### src/rtl/core/rtq_pkg.sv
// Shared types and constants for the repeating timer queue.
// No dependencies; imported by every module of the core.
`default_nettype none
package rtq_pkg;
    localparam int MAX_TIMERS = 16;
    localparam int SLOT_W     = $clog2(MAX_TIMERS);
    localparam int CNT_W      = $clog2(MAX_TIMERS + 1);
    localparam int RANK_W     = 16;

    typedef enum logic [1:0] {
        OP_ADD    = 2'd0,
        OP_POLL   = 2'd1,
        OP_REPORT = 2'd2
    } opcode_t;

    typedef enum logic [2:0] {
        ST_IDLE    = 3'd0,
        ST_FIRED   = 3'd1,
        ST_ADDED   = 3'd2,
        ST_RETIRED = 3'd3,
        ST_REARMED = 3'd4,
        ST_FULL    = 3'd5,
        ST_SEQERR  = 3'd6
    } status_t;

    typedef enum logic [2:0] {
        FSM_IDLE,
        FSM_SCAN,
        FSM_ADD,
        FSM_RANK,
        FSM_UPDATE,
        FSM_DONE
    } fsm_t;

    // Controller to datapath
    typedef struct packed {
        logic       load;      // capture the command fields
        logic       scan_clr;  // reset scan index and best
        logic       scan_step; // examine one slot
        logic       add_wr;    // write captured timer into free slot
        logic       rank_step; // close rank gap for one slot
        logic       upd_wr;    // rearm or retire pending slot
        logic       set_last;  // store poll time
        logic       fire;      // mark best as pending
        status_t    status;
        logic       emit;
    } ctl_t;

    // Datapath to controller
    typedef struct packed {
        logic       scan_last;
        logic       has_free;
        logic       has_best;
        logic       pending;
        opcode_t    op;
        logic       op_bad;
        logic       rearm;
    } sts_t;

    localparam logic [31:0] REPEAT_FOREVER = 32'hFFFF_FFFF;
endpackage
`default_nettype wire

### src/rtl/core/rtq_datapath.sv
// Timer table, scan unit and update logic of the timer queue.
// Depends on rtq_pkg; sequenced by rtq_control.
`default_nettype none
module rtq_datapath (
    input  wire logic             clk,
    input  wire logic             rst_n,
    input  wire rtq_pkg::ctl_t    ctl,
    output rtq_pkg::sts_t         sts,
    input  wire logic [1:0]       opcode,
    input  wire logic [31:0]      expiry_time,
    input  wire logic [31:0]      repeat_interval,
    input  wire logic [31:0]      repeat_count,
    input  wire logic [7:0]       timer_tag,
    input  wire logic [31:0]      now_time,
    input  wire logic signed [31:0] action_result,
    output logic                  strobe,
    output logic [2:0]            status,
    output logic [7:0]            fired_tag,
    output logic [31:0]           fire_time,
    output logic [4:0]            live_timers
);
    import rtq_pkg::*;

    logic [31:0]       exp_mem [MAX_TIMERS];
    logic [31:0]       ivl_mem [MAX_TIMERS];
    logic [31:0]       rep_mem [MAX_TIMERS];
    logic [7:0]        tag_mem [MAX_TIMERS];
    logic [RANK_W-1:0] rank_mem [MAX_TIMERS];
    logic [MAX_TIMERS-1:0] valid_reg;

    logic [1:0]  op_reg;
    logic [31:0] a_reg, b_reg, c_reg;
    logic [7:0]  t_reg;
    logic [31:0] last_reg;
    logic        pend_reg;
    logic [SLOT_W-1:0] pslot_reg;
    logic [CNT_W-1:0]  live_reg;
    logic [CNT_W-1:0]  live_next;

    logic [CNT_W-1:0]  idx_reg;
    logic [SLOT_W-1:0] best_reg, free_reg;
    logic              has_best_reg, has_free_reg;
    logic [31:0]       best_exp_reg;
    logic [RANK_W-1:0] best_rank_reg;

    logic [SLOT_W-1:0] si;
    logic [31:0]       cnt_new;
    logic              neg;
    logic [31:0]       ivl_new;

    assign si = idx_reg[SLOT_W-1:0];
    assign neg = a_reg[31];

    always_comb
    begin
        cnt_new = rep_mem[pslot_reg];
        ivl_new = ivl_mem[pslot_reg];
        if (neg)
            cnt_new = '0;
        else if (a_reg != '0)
            ivl_new = a_reg;
        else if (cnt_new != REPEAT_FOREVER && cnt_new != '0)
            cnt_new = cnt_new - 32'd1;
    end

    // count after this command, so the reported figure includes its effect
    always_comb
    begin
        live_next = live_reg;
        if (ctl.add_wr)
            live_next = live_reg + CNT_W'(1);
        else if (ctl.upd_wr && cnt_new == '0)
            live_next = live_reg - CNT_W'(1);
    end

    always_comb
    begin
        sts.scan_last = (idx_reg == CNT_W'(MAX_TIMERS - 1));
        sts.has_free  = has_free_reg;
        sts.has_best  = has_best_reg;
        sts.pending   = pend_reg;
        sts.op_bad    = (op_reg == 2'd3);
        sts.op        = opcode_t'(op_reg);
        sts.rearm     = (cnt_new != '0);
    end

    always_ff @(posedge clk)
    begin
        if (ctl.load)
        begin
            a_reg <= (opcode == OP_POLL) ? now_time :
                     (opcode == OP_REPORT) ? action_result : expiry_time;
            b_reg <= repeat_interval;
            c_reg <= repeat_count;
            t_reg <= timer_tag;
        end
        if (ctl.add_wr)
        begin
            exp_mem[free_reg]  <= (a_reg != '0) ? a_reg : last_reg + b_reg;
            ivl_mem[free_reg]  <= b_reg;
            rep_mem[free_reg]  <= c_reg;
            tag_mem[free_reg]  <= t_reg;
            rank_mem[free_reg] <= RANK_W'(live_reg);
        end
        if (ctl.rank_step && valid_reg[si] && si != pslot_reg
            && rank_mem[si] > rank_mem[pslot_reg])
            rank_mem[si] <= rank_mem[si] - 1'b1;
        if (ctl.upd_wr)
        begin
            rep_mem[pslot_reg] <= cnt_new;
            ivl_mem[pslot_reg] <= ivl_new;
            if (cnt_new != '0)
            begin
                exp_mem[pslot_reg]  <= exp_mem[pslot_reg] + ivl_new;
                rank_mem[pslot_reg] <= RANK_W'(live_reg - 1'b1);
            end
        end
        if (ctl.scan_clr)
            best_exp_reg <= '0;
        if (ctl.scan_step && valid_reg[si] && exp_mem[si] <= a_reg &&
            (!has_best_reg || exp_mem[si] < best_exp_reg ||
             (exp_mem[si] == best_exp_reg && rank_mem[si] < best_rank_reg)))
        begin
            best_exp_reg  <= exp_mem[si];
            best_rank_reg <= rank_mem[si];
        end
        if (ctl.emit)
        begin
            status      <= ctl.status;
            fired_tag   <= (ctl.status == ST_FIRED) ? tag_mem[best_reg] : 8'd0;
            fire_time   <= (ctl.status == ST_FIRED) ? a_reg : 32'd0;
        end
    end

    always_ff @(posedge clk or negedge rst_n)
    begin
        if (!rst_n)
        begin
            op_reg <= '0; valid_reg <= '0; last_reg <= '0; pend_reg <= 1'b0;
            pslot_reg <= '0; live_reg <= '0; idx_reg <= '0; best_reg <= '0;
            free_reg <= '0; has_best_reg <= 1'b0; has_free_reg <= 1'b0;
            strobe <= 1'b0; live_timers <= '0;
        end
        else
        begin
            strobe <= ctl.emit;
            live_reg <= live_next;
            if (ctl.emit)
                live_timers <= 5'(live_next);
            if (ctl.load)
                op_reg <= opcode;
            if (ctl.scan_clr)
            begin
                idx_reg <= '0; has_best_reg <= 1'b0; has_free_reg <= 1'b0;
            end
            if (ctl.scan_step || ctl.rank_step)
            begin
                idx_reg <= idx_reg + 1'b1;
                // lowest free slot
                if (ctl.scan_step && !valid_reg[si] && !has_free_reg)
                begin
                    has_free_reg <= 1'b1; free_reg <= si;
                end
                if (ctl.scan_step && valid_reg[si] && exp_mem[si] <= a_reg &&
                    (!has_best_reg || exp_mem[si] < best_exp_reg ||
                     (exp_mem[si] == best_exp_reg && rank_mem[si] < best_rank_reg)))
                begin
                    has_best_reg <= 1'b1; best_reg <= si;
                end
            end
            if (ctl.add_wr)
                valid_reg[free_reg] <= 1'b1;
            if (ctl.set_last)
                last_reg <= a_reg;
            if (ctl.fire)
            begin
                pend_reg <= 1'b1; pslot_reg <= best_reg;
            end
            if (ctl.upd_wr)
            begin
                pend_reg <= 1'b0;
                if (cnt_new == '0)
                    valid_reg[pslot_reg] <= 1'b0;
            end
        end
    end
endmodule
`default_nettype wire

### src/rtl/core/rtq_control.sv
// Sequencer for the timer queue: decodes a command and steps the datapath.
// Depends on rtq_pkg.
`default_nettype none
module rtq_control (
    input  wire logic          clk,
    input  wire logic          rst_n,
    input  wire logic          start,
    output logic               busy,
    output rtq_pkg::ctl_t      ctl,
    input  wire rtq_pkg::sts_t sts
);
    import rtq_pkg::*;

    fsm_t state_reg, state_next;

    always_ff @(posedge clk or negedge rst_n)
    begin
        if (!rst_n)
            state_reg <= FSM_IDLE;
        else
            state_reg <= state_next;
    end

    always_comb
    begin
        state_next = state_reg;
        ctl = '0;
        ctl.status = ST_SEQERR;
        busy = (state_reg != FSM_IDLE);
        unique case (state_reg)
            FSM_IDLE:
            begin
                if (start)
                begin
                    ctl.load = 1'b1;
                    ctl.scan_clr = 1'b1;
                    state_next = FSM_DONE;
                end
            end
            FSM_DONE:
            begin
                // decode the captured command
                if (sts.op_bad || (sts.op == OP_POLL && sts.pending) ||
                    (sts.op == OP_REPORT && !sts.pending))
                begin
                    ctl.emit = 1'b1;
                    state_next = FSM_IDLE;
                end
                else if (sts.op == OP_REPORT)
                    state_next = FSM_RANK;
                else
                    state_next = FSM_SCAN;
            end
            FSM_SCAN:
            begin
                ctl.scan_step = 1'b1;
                if (sts.scan_last)
                    state_next = (sts.op == OP_ADD) ? FSM_ADD : FSM_UPDATE;
            end
            FSM_RANK:
            begin
                ctl.rank_step = 1'b1;
                if (sts.scan_last)
                    state_next = FSM_UPDATE;
            end
            FSM_ADD:
            begin
                ctl.emit = 1'b1;
                ctl.add_wr = sts.has_free;
                ctl.status = sts.has_free ? ST_ADDED : ST_FULL;
                state_next = FSM_IDLE;
            end
            FSM_UPDATE:
            begin
                ctl.emit = 1'b1;
                if (sts.op == OP_POLL)
                begin
                    ctl.set_last = 1'b1;
                    ctl.fire = sts.has_best;
                    ctl.status = sts.has_best ? ST_FIRED : ST_IDLE;
                end
                else
                begin
                    ctl.upd_wr = 1'b1;
                    ctl.status = sts.rearm ? ST_REARMED : ST_RETIRED;
                end
                state_next = FSM_IDLE;
            end
            default: state_next = FSM_IDLE;
        endcase
    end
endmodule
`default_nettype wire

### src/rtl/core/repeating_timer_queue_core.sv
// Repeating timer queue: one result per command, strobed for one cycle.
// Error commands are answered from the decode state; add and poll walk the 16-slot scan, report the 16-slot rank pass.
// One command at a time: a new start is taken only while the sequencer is idle and no result is strobing.
// Reset: async active low clears valid bits, pending report, last time and control.
// The receiver cannot stall; each result is strobed for exactly one cycle.
`default_nettype none
module repeating_timer_queue_core (
    input  wire logic               clk,
    input  wire logic               rst_n,
    input  wire logic               start,
    output logic                    busy,
    input  wire logic [1:0]         opcode,
    input  wire logic [31:0]        expiry_time,
    input  wire logic [31:0]        repeat_interval,
    input  wire logic [31:0]        repeat_count,
    input  wire logic [7:0]         timer_tag,
    input  wire logic [31:0]        now_time,
    input  wire logic signed [31:0] action_result,
    output logic                    strobe,
    output logic [2:0]              status,
    output logic [7:0]              fired_tag,
    output logic [31:0]             fire_time,
    output logic [4:0]              live_timers
);
    import rtq_pkg::*;

    ctl_t ctl;
    sts_t sts;
    logic busy_int;

    // hold off a new transfer while the previous result is on the ports
    rtq_control u_ctrl (
        .clk(clk), .rst_n(rst_n), .start(start && !strobe), .busy(busy_int),
        .ctl(ctl), .sts(sts)
    );

    rtq_datapath u_dp (
        .clk(clk), .rst_n(rst_n), .ctl(ctl), .sts(sts),
        .opcode(opcode), .expiry_time(expiry_time),
        .repeat_interval(repeat_interval), .repeat_count(repeat_count),
        .timer_tag(timer_tag), .now_time(now_time),
        .action_result(action_result), .strobe(strobe), .status(status),
        .fired_tag(fired_tag), .fire_time(fire_time), .live_timers(live_timers)
    );

    // busy also covers the strobe cycle so a result never overlaps a new transfer
    assign busy = busy_int || strobe;

    a_live_max: assert property (@(posedge clk) disable iff (!rst_n)
        strobe |-> live_timers <= 5'(MAX_TIMERS))
        else $error("live count out of range");
    a_fire_tag: assert property (@(posedge clk) disable iff (!rst_n)
        (strobe && status != ST_FIRED) |-> (fired_tag == 8'd0 && fire_time == 32'd0))
        else $error("fire fields set without firing");
    a_one_strobe: assert property (@(posedge clk) disable iff (!rst_n)
        strobe |=> !strobe)
        else $error("back to back strobes");
endmodule
`default_nettype wire
### config.mk
export PLATFORM = sky130hd
export DESIGN_NAME = repeating_timer_queue_core
export DESIGN_NICKNAME = d
export VERILOG_FILES = /design/src/rtl/core/rtq_pkg.sv /design/src/rtl/core/rtq_datapath.sv /design/src/rtl/core/rtq_control.sv /design/src/rtl/core/repeating_timer_queue_core.sv
export SDC_FILE = /design/constraint.sdc
export NUM_CORES = 2
export LEC_CHECK = 0
export BUFFER_PORTS_ARGS = -buffer_cell sky130_fd_sc_hd__buf_2
export CAP_MARGIN = 10
export CORE_MARGIN = 2
export CORE_UTILIZATION = 45
export CTS_CLUSTER_SIZE = 16
export DETAILED_ROUTE_END_ITERATION = 8
export HOLD_SLACK_MARGIN = 0.12
export RECOVER_POWER = 25
export SYNTH_ARGS = -nofsm -noshare
export SYNTH_HDL_FRONTEND = slang
export SYNTH_HIERARCHICAL = 1
export SYNTH_SLANG_ARGS = --single-unit
### constraint.sdc
create_clock -name clk -period 21.2 [get_ports clk]
set_input_delay 0 -clock clk [delete_from_list [all_inputs] [get_ports clk]]
set_output_delay 0 -clock clk [all_outputs]
set_load 0.01 [all_outputs]
==> results.cfg <==
[status]
outcome = complete, but fails checks
violations = capacitance limit, slew limit

[synth]
synth-seq-cells = 2199
synth_cell_types = 97
synth_area_per_cell_um2 = 13.3
synthFlopType = edfxtp_1
yosys-top-cells-area = edfxtp_1 (54%), mux4_2 (16%), o21ai_0 (4.8%)
synth_nets = 9104
synthArstFlopShare = 0.0382
ys_warn_count = 6
synth-edff-count = 2115
synth_top_area_cell = edfxtp_1
syn_inst = 8761
synth_area_mm2 = 0.117
yosysTopAreaCellShare = 0.543
ys_seq_area_frac = 0.561

[clock_network]
cts_buffer_depth = 3
root_buffer = clkbuf_16
tritoncts = done
numCtsBuffers = 233
cts_resized = 0
clock_latency_ns = 0.95
h-tree-depth = 4
path_clk_slew_ns = 0.06
cts.sinks = 2199

[finish]
syn_to_final_growth_pct = 12.8
regArea_mm2 = 0.0656
multi_input_area_mm2 = 0.0474
drive_gt1_frac = 0.197
final_cell_mix = edfxtp_1 (2115), nand2_1 (1289), o21ai_0 (1118)
n_fill_cell = 21600
final_common_cell = edfxtp_1
nets = 9241
reg_top3 = u_dp/exp_mem: 512 flops, u_dp/ivl_mem: 512 flops, u_dp/rep_mem: 512 flops

[sta]
max_freq_mhz = 68.5
hold_violations = 0
rsz0062_at_grt = no
slew_viol_final = 1712
slew_headroom = -4.20
fin_setup_tns_ns = 0
setup_violations = 0
timing.final.crit_period_ns = 14.59
worst_slack_ns = 6.61
finalClockSkew_ns = 0.0849
period_share = 0.688
worst_slew_pin_slew_ns = 7.81

[global_routing]
gr-usage-met1 = 0.402
grt_pass1_wl_um = 571000
grt_use_met3 = 0.0611
grt_usage = 0.299
busiest_layer = met2
antenna_found_initial = 24
grt_pass1_vias = 80400
grt_max_degree = 98
met2_usage = 0.471
grt-ovfl-total = 0

[critical_path]
end_kind = flip-flop
critical_path_arrival_ns = 15.13
cp-start-kind = flip-flop
cp_max_fo = 70
critPathKind = flip-flop to flip-flop
required_ns = 21.73

[route]
totalWireLength_um = 400000
drcViolationCount = 0
drt.antenna.violating_nets = 0
wl_per_cell_um = 32.0
vias_per_cell = 6.51
via_count = 81500
drt-initial-drc-count = 11700
drt_pass1_iterations = 8

[die]
die-area_mm2 = 0.264
initial_core_util = 0.452
core_mm2 = 0.259
die_w_um = 514
io_pins = 223
die-height_um = 514
row_count = 187

[flow_run]
drv_cap = 42

[placed_design]
place_ws_ns = 11.17
dp_hpwl_um = 237000
portBuffers = 222
gp_congestion = 0.939

[power_and_ir_drop]
ir_drop_v = 0.000103
power_density_mw_per_mm2 = 108
power_leakage_nw = 48.9

[min_path]
hold_path.class = input port to flip-flop
per-stage QoR:
| stage | instance area, um^2 | total power, W | hold slack, ns | util | instances |
|---|---|---|---|---|---|
| finish | 132000 | 0.0143 | 0.247 | 0.509 | 12500 |
| floorplan | 117000 | 0.00840 | -0.296 | - | 8761 |
| global placement | 121000 | 0.00987 | 0.0237 | 0.467 | 11700 |
| detailed placement | 121000 | 0.00999 | 0.0211 | 0.468 | 11700 |
| global route | 132000 | 0.0148 | 0.288 | 0.509 | 12500 |
| CTS | 132000 | 0.0142 | 0.139 | 0.510 | 12500 |
path summary, 6_finish.rpt:
path                                   start             endpoint  slack (ns)  cells after the start
setup / recovery           u_dp/pslot_reg[2]  u_dp/ivl_mem[0][20]        6.61                      5
hold / removal               expiry_time[17]       u_dp/a_reg[17]        0.25                      5
setup reg to reg           u_dp/pslot_reg[2]  u_dp/ivl_mem[0][20]        6.61                      5
hold reg to reg            u_dp/valid_reg[8]    u_dp/valid_reg[8]        0.49                      1
max in group asynchronous              rst_n    u_dp/pslot_reg[0]       17.42                      4
min in group asynchronous              rst_n          u_dp/strobe        1.57                      4
routing by layer:
metal / vias to the layer above / share of wire
met2: 5179 / 0.46
li1: 33800 / -
met3: 1016 / 0.11
met5: - / 0.00016
met4: 10 / 0.048
met1: 41500 / 0.38
kinds of logic (layout without fill, tap and decap cells):
group	count (synthesis)	count (layout)	share of synthesized area
simple gates	1966	1966	0.0740
mux	1513	1513	0.218
compound gates	1734	1734	0.0837
buf+inv	1083	1420	0.0375
fa+ha+maj	170	170	0.0183
flops	2199	2199	0.561
xor+xnor	96	96	0.00719
other cells	0	12	0
area by class of cell:
type	count	share of cell area
flip-flops and latches	2199	0.498
diodes	12	0.000228
clock inverters	141	0.0114
repair buffers	809	0.0475
multi-input cells	5479	0.359
inverters	176	0.00501
clock buffers	294	0.0466
well taps	3402	0.0323
power breakdown:
part           leakage, nW  internal (W)  total [W]  switching (W)
Sequential            19.8       0.00523    0.00558       0.000344
Clock                 3.70       0.00232    0.00413        0.00182
Combinational         25.4       0.00171    0.00455        0.00284
Total                 48.9       0.00926     0.0143        0.00500
timing repair:
item                                    CTS  global route
hold buffers                            339             0
buffers inserted                          0             0
endpoints found under the setup margin    0             0
hold endpoints to repair                193             0
critical path: stages (launching register included):
cell	delay, ns
dfrtp_1	2.02
clkbuf_1	4.65
nor2_1	0.59
nand2_1	2.86
nand2_1	2.82
buf_4	1.00
cell usage after synthesis, types with 9 or more instances:
master,number
a211oi_1,45
ha_1,168
o21ai_0,1117
a21oi_1,186
a31oi_1,11
nand4_1,45
dfrtp_1,84
nor4_1,19
a22o_1,12
mux2_2,119
xnor2_1,46
a221oi_1,9
buf_4,24
nand2b_1,56
nand3_1,68
a221o_1,12
nor2_1,161
a21o_1,69
and3_1,12
o211ai_1,29
buf_1,130
mux2i_1,556
and2_1,85
o21ai_1,60
clkbuf_1,652
buf_2,84
nand2_1,1308
xor2_1,50
or2_2,32
buf_6,17
inv_1,174
edfxtp_1,2115
o21a_1,22
or3_1,12
nor2b_1,64
mux2_1,21
nor3_1,47
o31ai_1,35
a22oi_1,61
mux4_2,813
(Power assumes the default switching activity.)
